==> config.mk <==
export PLATFORM = sky130hd
export DESIGN_NAME = hsv_to_rgb_converter
export DESIGN_NICKNAME = d
export VERILOG_FILES = /design/src/sv/hsv_pkg.sv /design/src/sv/hsv_to_rgb_converter.sv /design/src/sv/hsv_cdiv.sv
export SDC_FILE = /design/constraint.sdc
export NUM_CORES = 2
export LEC_CHECK = 0
export BUFFER_PORTS_ARGS = -buffer_cell sky130_fd_sc_hd__buf_2
export CELL_PAD_IN_SITES_DETAIL_PLACEMENT = 0
export CELL_PAD_IN_SITES_GLOBAL_PLACEMENT = 1
export CORE_MARGIN = 2
export CORE_UTILIZATION = 40
export CTS_BUF_LIST = sky130_fd_sc_hd__clkbuf_8
export CTS_CLUSTER_DIAMETER = 80
export DETAILED_ROUTE_END_ITERATION = 8
export PLACE_DENSITY_LB_ADDON = 0.1
export SETUP_SLACK_MARGIN = 0.15
export SLEW_MARGIN = 20
export SYNTH_ARGS = -nofsm -noshare
export SYNTH_HDL_FRONTEND = slang
export SYNTH_SLANG_ARGS = --single-unit
==> constraint.sdc <==
create_clock -name clock -period 9.83 [get_ports clock]
set_input_delay 1.966 -clock clock [delete_from_list [all_inputs] [get_ports clock]]
set_output_delay 1.966 -clock clock [all_outputs]
set_load 0.03 [all_outputs]
==> src/sv/hsv_pkg.sv <==
// Shared widths, constants and the hue sector type of the HSV to RGB converter.
// No dependencies.
`default_nettype none

package hsv_pkg;

   // Field and datapath widths
   localparam int HUE_W  = 8;
   localparam int PCT_W  = 7;
   localparam int CH_W   = 8;
   localparam int SCL_W  = 11;   // hue * 6
   localparam int NUM_W  = 15;   // numerators up to 25500
   localparam int PROD_W = 22;   // v * numerator up to 2550000

   // Arithmetic constants
   localparam int PCT_MAX    = 100;
   localparam int CH_MAX     = 255;
   localparam int SECTOR_CNT = 6;
   localparam int FULL_SCALE = PCT_MAX * CH_MAX;   // 25500
   localparam int PCT_DIV    = PCT_MAX;            // divisor for V
   localparam int PCT2_DIV   = PCT_MAX * PCT_MAX;  // divisor for P, Q, T

   // Hue sectors, in circle order
   typedef enum logic [2:0] {
      SEC_RED_YEL = 3'd0,
      SEC_YEL_GRN = 3'd1,
      SEC_GRN_CYN = 3'd2,
      SEC_CYN_BLU = 3'd3,
      SEC_BLU_MAG = 3'd4,
      SEC_MAG_RED = 3'd5
   } sector_type;

endpackage

`default_nettype wire

==> src/sv/hsv_to_rgb_converter.sv <==
// HSV to RGB pixel converter. Takes one pixel (hue 0..255 around the circle,
// saturation and value in percent, codes above 100 read as 100) and returns
// 8-bit red, green and blue, each truncated toward zero. Five register stages:
// sector decode, numerators, value multiply, reciprocal multiply, correction
// and channel select. One pixel enters per clock while req_ready is high;
// each full stage holds while the one after it is stalled,
// so req_ready follows rsp_ready through the chain of stage enables.
`default_nettype none

module hsv_to_rgb_converter
   import hsv_pkg::*;
(
   input  wire logic             clock,
   input  wire logic             reset,
   input  wire logic             req_valid,
   output      logic             req_ready,
   input  wire logic [HUE_W-1:0] req_hue,
   input  wire logic [PCT_W-1:0] req_saturation,
   input  wire logic [PCT_W-1:0] req_brightness,
   output      logic             rsp_valid,
   input  wire logic             rsp_ready,
   output      logic [CH_W-1:0]  rsp_red,
   output      logic [CH_W-1:0]  rsp_green,
   output      logic [CH_W-1:0]  rsp_blue
);

   localparam logic [PCT_W-1:0] PCT_FULL = PCT_W'(PCT_MAX);
   localparam logic [CH_W-1:0]  CH_FULL  = CH_W'(CH_MAX);
   localparam logic [NUM_W-1:0] NUM_FULL = NUM_W'(FULL_SCALE);
   localparam logic [NUM_W-1:0] NUM_CH   = NUM_W'(CH_MAX);
   localparam logic [SCL_W-1:0] THR1 = SCL_W'(CH_MAX);
   localparam logic [SCL_W-1:0] THR2 = SCL_W'(2 * CH_MAX);
   localparam logic [SCL_W-1:0] THR3 = SCL_W'(3 * CH_MAX);
   localparam logic [SCL_W-1:0] THR4 = SCL_W'(4 * CH_MAX);
   localparam logic [SCL_W-1:0] THR5 = SCL_W'(5 * CH_MAX);
   localparam logic [SCL_W-1:0] THR6 = SCL_W'(SECTOR_CNT * CH_MAX);

   // Stage enables, from the output back
   logic en1, en2, en3, en4, en5;

   logic s1_valid_ff, s2_valid_ff, s3_valid_ff, s4_valid_ff, rsp_valid_ff;

   assign en5 = !rsp_valid_ff || rsp_ready;
   assign en4 = !s4_valid_ff || en5;
   assign en3 = !s3_valid_ff || en4;
   assign en2 = !s2_valid_ff || en3;
   assign en1 = !s1_valid_ff || en2;

   assign req_ready = en1;
   assign rsp_valid = rsp_valid_ff;

   // Valid bits travel with the data
   always_ff @(posedge clock) begin
      if (reset) begin
         s1_valid_ff  <= 1'b0;
         s2_valid_ff  <= 1'b0;
         s3_valid_ff  <= 1'b0;
         s4_valid_ff  <= 1'b0;
         rsp_valid_ff <= 1'b0;
      end else begin
         if (en1) s1_valid_ff  <= req_valid;
         if (en2) s2_valid_ff  <= s1_valid_ff;
         if (en3) s3_valid_ff  <= s2_valid_ff;
         if (en4) s4_valid_ff  <= s3_valid_ff;
         if (en5) rsp_valid_ff <= s4_valid_ff;
      end
   end

   // ---------------- Stage 1: clamp and sector decode ----------------
   logic [SCL_W-1:0] scaled;
   logic [SCL_W-1:0] rem_wide;
   sector_type       sector_in;
   logic [PCT_W-1:0] sat_in, val_in;

   logic [PCT_W-1:0] s1_sat_ff, s1_val_ff;
   logic [CH_W-1:0]  s1_rem_ff;
   sector_type       s1_sector_ff;

   assign sat_in = (req_saturation > PCT_FULL) ? PCT_FULL : req_saturation;
   assign val_in = (req_brightness > PCT_FULL) ? PCT_FULL : req_brightness;
   assign scaled = (SCL_W'(req_hue) << 2) + (SCL_W'(req_hue) << 1);

   // Top of the hue circle wraps to the first sector with zero remainder
   always_comb begin
      if (scaled >= THR6) begin
         sector_in = SEC_RED_YEL;
         rem_wide  = scaled - THR6;
      end else if (scaled >= THR5) begin
         sector_in = SEC_MAG_RED;
         rem_wide  = scaled - THR5;
      end else if (scaled >= THR4) begin
         sector_in = SEC_BLU_MAG;
         rem_wide  = scaled - THR4;
      end else if (scaled >= THR3) begin
         sector_in = SEC_CYN_BLU;
         rem_wide  = scaled - THR3;
      end else if (scaled >= THR2) begin
         sector_in = SEC_GRN_CYN;
         rem_wide  = scaled - THR2;
      end else if (scaled >= THR1) begin
         sector_in = SEC_YEL_GRN;
         rem_wide  = scaled - THR1;
      end else begin
         sector_in = SEC_RED_YEL;
         rem_wide  = scaled;
      end
   end

   always_ff @(posedge clock) begin
      if (en1) begin
         s1_sat_ff    <= sat_in;
         s1_val_ff    <= val_in;
         s1_rem_ff    <= rem_wide[CH_W-1:0];
         s1_sector_ff <= sector_in;
      end
   end

   // ---------------- Stage 2: numerators of P, Q, T ----------------
   logic [NUM_W-1:0] rem_s, irem_s, np_in;
   logic [CH_W-1:0]  irem;

   logic [NUM_W-1:0] s2_np_ff, s2_nq_ff, s2_nt_ff;
   logic [PCT_W-1:0] s2_val_ff;
   sector_type       s2_sector_ff;

   assign irem   = CH_FULL - s1_rem_ff;
   assign rem_s  = NUM_W'(s1_rem_ff) * NUM_W'(s1_sat_ff);
   assign irem_s = NUM_W'(irem) * NUM_W'(s1_sat_ff);
   assign np_in  = NUM_W'(PCT_FULL - s1_sat_ff) * NUM_CH;

   always_ff @(posedge clock) begin
      if (en2) begin
         s2_np_ff     <= np_in;
         s2_nq_ff     <= NUM_FULL - rem_s;
         s2_nt_ff     <= NUM_FULL - irem_s;
         s2_val_ff    <= s1_val_ff;
         s2_sector_ff <= s1_sector_ff;
      end
   end

   // ---------------- Stage 3: scale by value ----------------
   logic [PROD_W-1:0] s3_xv_ff, s3_xp_ff, s3_xq_ff, s3_xt_ff;
   sector_type        s3_sector_ff;

   always_ff @(posedge clock) begin
      if (en3) begin
         s3_xv_ff     <= PROD_W'(s2_val_ff) * PROD_W'(NUM_CH);
         s3_xp_ff     <= PROD_W'(s2_val_ff) * PROD_W'(s2_np_ff);
         s3_xq_ff     <= PROD_W'(s2_val_ff) * PROD_W'(s2_nq_ff);
         s3_xt_ff     <= PROD_W'(s2_val_ff) * PROD_W'(s2_nt_ff);
         s3_sector_ff <= s2_sector_ff;
      end
   end

   // ---------------- Stage 4: constant dividers ----------------
   logic [CH_W-1:0] cv, cp, cq, ct;
   sector_type      s4_sector_ff;

   hsv_cdiv #(.DIVISOR(PCT_DIV), .XW(PROD_W), .QW(CH_W)) u_div_v (
      .clock(clock), .en(en4), .x(s3_xv_ff), .q(cv)
   );
   hsv_cdiv #(.DIVISOR(PCT2_DIV), .XW(PROD_W), .QW(CH_W)) u_div_p (
      .clock(clock), .en(en4), .x(s3_xp_ff), .q(cp)
   );
   hsv_cdiv #(.DIVISOR(PCT2_DIV), .XW(PROD_W), .QW(CH_W)) u_div_q (
      .clock(clock), .en(en4), .x(s3_xq_ff), .q(cq)
   );
   hsv_cdiv #(.DIVISOR(PCT2_DIV), .XW(PROD_W), .QW(CH_W)) u_div_t (
      .clock(clock), .en(en4), .x(s3_xt_ff), .q(ct)
   );

   always_ff @(posedge clock) begin
      if (en4) s4_sector_ff <= s3_sector_ff;
   end

   // ---------------- Stage 5: six-way channel select ----------------
   logic [CH_W-1:0] red_in, green_in, blue_in;
   logic [CH_W-1:0] red_ff, green_ff, blue_ff;

   always_comb begin
      case (s4_sector_ff)
         SEC_RED_YEL: begin red_in = cv; green_in = ct; blue_in = cp; end
         SEC_YEL_GRN: begin red_in = cq; green_in = cv; blue_in = cp; end
         SEC_GRN_CYN: begin red_in = cp; green_in = cv; blue_in = ct; end
         SEC_CYN_BLU: begin red_in = cp; green_in = cq; blue_in = cv; end
         SEC_BLU_MAG: begin red_in = ct; green_in = cp; blue_in = cv; end
         default:     begin red_in = cv; green_in = cp; blue_in = cq; end
      endcase
   end

   always_ff @(posedge clock) begin
      if (en5) begin
         red_ff   <= red_in;
         green_ff <= green_in;
         blue_ff  <= blue_in;
      end
   end

   assign rsp_red   = red_ff;
   assign rsp_green = green_ff;
   assign rsp_blue  = blue_ff;

endmodule

`default_nettype wire

==> src/sv/hsv_cdiv.sv <==
// Division of an unsigned value by a constant: reciprocal multiply, one register,
// then a single compare-and-add correction. Depends on hsv_pkg.
`default_nettype none

module hsv_cdiv
   import hsv_pkg::*;
#(
   parameter int DIVISOR = PCT2_DIV,
   parameter int XW      = PROD_W,
   parameter int QW      = CH_W
) (
   input  wire logic          clock,
   input  wire logic          en,
   input  wire logic [XW-1:0] x,
   output      logic [QW-1:0] q
);

   localparam int RECIP_SHIFT = 32;
   localparam longint unsigned RECIP_L = (64'd1 << RECIP_SHIFT) / DIVISOR;
   localparam logic [RECIP_SHIFT-1:0] RECIP = RECIP_SHIFT'(RECIP_L);
   localparam logic [XW-1:0] DIV_X = XW'(DIVISOR);

   logic [XW+RECIP_SHIFT-1:0] prod;
   logic [QW-1:0]             est_in;
   logic [QW-1:0]             est_ff;
   logic [XW-1:0]             x_ff;
   logic [XW-1:0]             base;
   logic [XW-1:0]             rem_w;

   // Estimate is exact or one low, since the reciprocal is rounded down
   assign prod   = {{RECIP_SHIFT{1'b0}}, x} * {{XW{1'b0}}, RECIP};
   assign est_in = prod[RECIP_SHIFT +: QW];

   always_ff @(posedge clock) begin
      if (en) begin
         x_ff   <= x;
         est_ff <= est_in;
      end
   end

   // Remainder check bumps the estimate when it fell one short
   assign base  = XW'(est_ff) * DIV_X;
   assign rem_w = x_ff - base;
   assign q     = (rem_w >= DIV_X) ? est_ff + QW'(1) : est_ff;

endmodule

`default_nettype wire

==> flow_metrics.py <==
metrics = {
    "status": {
        "run_status": "finished, final reports clean",
    },
    "floorplanning": {
        "die_x_microns": 377,
        "core.rowCount": 136,
        "die_height_microns": 377,
        "core_region_area_sq_um": 138000,
        "die-area_sq_um": 142000,
        "initial_core_util": 0.404,
        "num_io_pins": 52,
    },
    "critical_path": {
        "crit_path_end_kind": "register",
        "critPathMaxFanout": 7,
        "slowest_stage": "sky130_fd_sc_hd__edfxtp_1",
        "critPathRequiredTime_ps": 10230,
        "reg2reg_slack_ps": 2740,
        "worstSetupStartpointType": "register",
        "timing.critical_path.slowest_cell_delay_ps": 520,
        "arrival_ps": 7490,
        "worst_path_most_repeated_cell": "sky130_fd_sc_hd__a21oi_1",
        "timing.reg2reg.worst_path_depth": 27,
        "path_class": "register to register",
    },
    "clocking": {
        "clock-root-buffer": "sky130_fd_sc_hd__clkbuf_8",
        "cts_repair_resize_count": 0,
        "cts_buffers": 67,
        "cts-htree-levels": 3,
        "clock_tree_from_tritoncts": "yes",
        "ctsLongestPathBuffers": 3,
        "cts.sinks": 294,
        "clk_pin_slew_worst_paths_ps": 60,
        "cts_hold_buf": 0,
        "insertion_delay_ps": 750,
        "post_cts.repair.setup_buffers": 0,
    },
    "grt": {
        "antenna_found_initial": 4,
        "number_of_global_route_vias_before_repair": 39900,
        "grt_max_degree": 71,
        "global_route.usage.total": 0.197,
        "grt_first_pass_wirelength_mm": 220,
        "overflow": 0,
    },
    "route": {
        "route.detailed.drc": 0,
        "vias": 36500,
        "detailroute.wirelength.met3_mm": 3.88,
        "sum_of_routed_wire_segments_on_met1_mm": 66.6,
        "wl_mm": 133,
        "routed-wl-met2_mm": 60.9,
        "pre_repair_dr_iteration_count": 5,
        "routed_via_density": 4.94,
        "postRouteAntennaNets": 0,
        "highest_metal_layer_with_signal_wires": "met4",
        "drtIter0Drc": 1557,
        "post_dr_wirelength_cell_microns": 18.1,
    },
    "place": {
        "numPortBuffers": 51,
        "routabilityCongestion": 0.866,
        "dp_slack_ps": 2750,
        "post-dp-hpwl_mm": 114,
        "area_after_dpl_sq_um": 58000,
    },
    "sta": {
        "postLayoutSetupSlackWorst_ps": 2740,
        "timing_max_transition_violations_final": 0,
        "setup_repair_after_global_routing_missed_its_margin": "no",
        "timing.setup.tns_ps": 0,
        "fmax_ghz": 0.141,
        "final.period_utilization": 0.721,
        "timing.slew.headroom": 0.285,
        "timing_hold_violations_final": 0,
        "max_slew.worst_pin.slew_ps": 1070,
        "setup_violations": 0,
        "clock_skew_after_layout_ps": 44.0,
        "timing.final.crit_period_ps": 7090,
    },
    "synthesis": {
        "yosys_most_used_dff": "sky130_fd_sc_hd__edfxtp_1",
        "yosysWarningCount": 0,
        "synth.largest_area_cell": "sky130_fd_sc_hd__fa_1",
        "synthTopCellsByArea": "sky130_fd_sc_hd__fa_1 (31%), sky130_fd_sc_hd__ha_1 (23%), sky130_fd_sc_hd__edfxtp_1 (16%), sky130_fd_sc_hd__inv_1 (8.5%), sky130_fd_sc_hd__xnor2_1 (2.7%)",
        "postSynthAreaPerCell_sq_um": 10.2,
        "number_of_nets_produced_by_synthesis": 7380,
        "yosys-top-cells-count": "sky130_fd_sc_hd__inv_1 (1,261), sky130_fd_sc_hd__ha_1 (1,024), sky130_fd_sc_hd__fa_1 (865), sky130_fd_sc_hd__nand2_1 (341), sky130_fd_sc_hd__edfxtp_1 (289)",
        "synthCells": 5465,
        "synthDistinctLibCells": 83,
        "syn-cell-area_sq_um": 55700,
        "synth.most_common_cell": "sky130_fd_sc_hd__inv_1",
        "synth_top_area_frac": 0.311,
        "yosys_register_bits": 294,
        "count_of_flip_flops_with_a_built_in_enable_after_synthesis": 289,
        "synth-seq-area-share": 0.158,
        "ys_async_sr_fraction": 0,
    },
    "worst_hold_path": {
        "hold_path_depth": 0,
        "worst_hold_path_type": "register to register",
    },
    "layout": {
        "area_growth_syn_to_layout_pct": 6.84,
        "final_cell_area_sq_um": 59500,
        "footprint_of_the_multi_input_gates_sq_um": 41900,
        "drive_gt1_frac": 0.0377,
        "final_nets": 7438,
        "filler_cell_count": 13500,
        "seqCellArea_sq_um": 8780,
    },
    "run": {
        "cap_viol_max_count": 0,
    },
}
-- registers in the layout, indices dropped and copies added, names as in the netlist, 13 cells and up --
signal,count
s2_nt_ff,15
s3_xq_ff,22
u_div_t.x_ff,18
s3_xv_ff,15
s3_xp_ff,22
u_div_q.x_ff,18
u_div_v.x_ff,13
s2_nq_ff,15
s3_xt_ff,22
u_div_p.x_ff,18
s2_np_ff,15
-- worst max-delay path, delay by kind of cell (launching register included) --
| kind | cells | cell delay (ps) |
|---|---|---|
| adder cells (fa/ha/maj) | 6 | 2290 |
| AO/OA/AOI/OAI | 14 | 2910 |
| AND/OR/NAND/NOR | 3 | 480 |
| flip-flops | 1 | 520 |
| XOR/XNOR | 2 | 460 |
| buffers and inverters | 2 | 100 |
-- per-layer routing --
metal,vias to the layer above,GRT usage
met1,18000,0.284
li1,17800,-
met3,100,0.0231
met5,-,0
met4,0,0.0336
met2,470,0.320
-- area by class of cell --
| class | instances | area share |
|---|---|---|
| inverter | 1262 | 0.0796 |
| multi-input combinational | 3832 | 0.704 |
| tap | 1794 | 0.0377 |
| sequential | 294 | 0.148 |
| antenna | 4 | 0.000168 |
| clock buffer | 71 | 0.0164 |
| clock inverter | 52 | 0.00818 |
| timing repair buffer | 66 | 0.00618 |
-- per-stage QoR --
step	hold WS [ps]	utilization	std cells
finish	407	0.432	7375
global route	424	0.432	7374
CTS	406	0.432	7371
detailed placement	406	0.421	7248
global placement	401	0.421	7248
floorplan	400	-	5465
-- kinds of logic (layout without fill, tap and decap cells) --
| kind of cell | count (synthesis) | in the layout | share of synthesized area |
|---|---|---|---|
| other | 0 | 4 | 0 |
| DFF | 294 | 294 | 0.158 |
| xor gates and xnor gates | 246 | 246 | 0.0393 |
| adders and majority gates | 1889 | 1889 | 0.541 |
| and+or+nand+nor | 995 | 995 | 0.0878 |
| AOI/OAI and AO/OA | 684 | 684 | 0.0805 |
| muxes | 18 | 18 | 0.00335 |
| buffers and inverters | 1339 | 1451 | 0.0903 |
-- worst paths after layout --
check	end	startpoint
setup / recovery	rsp_blue[7]$_DFFE_PP_	u_div_p.est_ff[3]$_DFFE_PP_
hold / removal	s2_val_ff[5]$_DFFE_PP_	s1_val_ff[5]$_SDFFCE_PN1P_
setup reg to reg	rsp_blue[7]$_DFFE_PP_	u_div_p.est_ff[3]$_DFFE_PP_
hold reg to reg	s2_val_ff[5]$_DFFE_PP_	s1_val_ff[5]$_SDFFCE_PN1P_
-- cells in the final DEF (no fill, tap or decap), types with 68 or more instances in the layout --
cell	instances
sky130_fd_sc_hd__and2_1	153
sky130_fd_sc_hd__inv_1	1273
sky130_fd_sc_hd__xor2_1	70
sky130_fd_sc_hd__nor2_1	164
sky130_fd_sc_hd__nand2_1	339
sky130_fd_sc_hd__edfxtp_1	289
sky130_fd_sc_hd__a21o_1	72
sky130_fd_sc_hd__a21oi_1	200
sky130_fd_sc_hd__o21ai_0	113
sky130_fd_sc_hd__ha_1	1024
sky130_fd_sc_hd__fa_1	865
sky130_fd_sc_hd__nor2b_1	68
sky130_fd_sc_hd__xnor2_1	174
sky130_fd_sc_hd__clkbuf_8	71
Power is left out: the tool's default activity adds up to more than one toggle a clock period on the data nets, which glitch-free logic cannot reach.
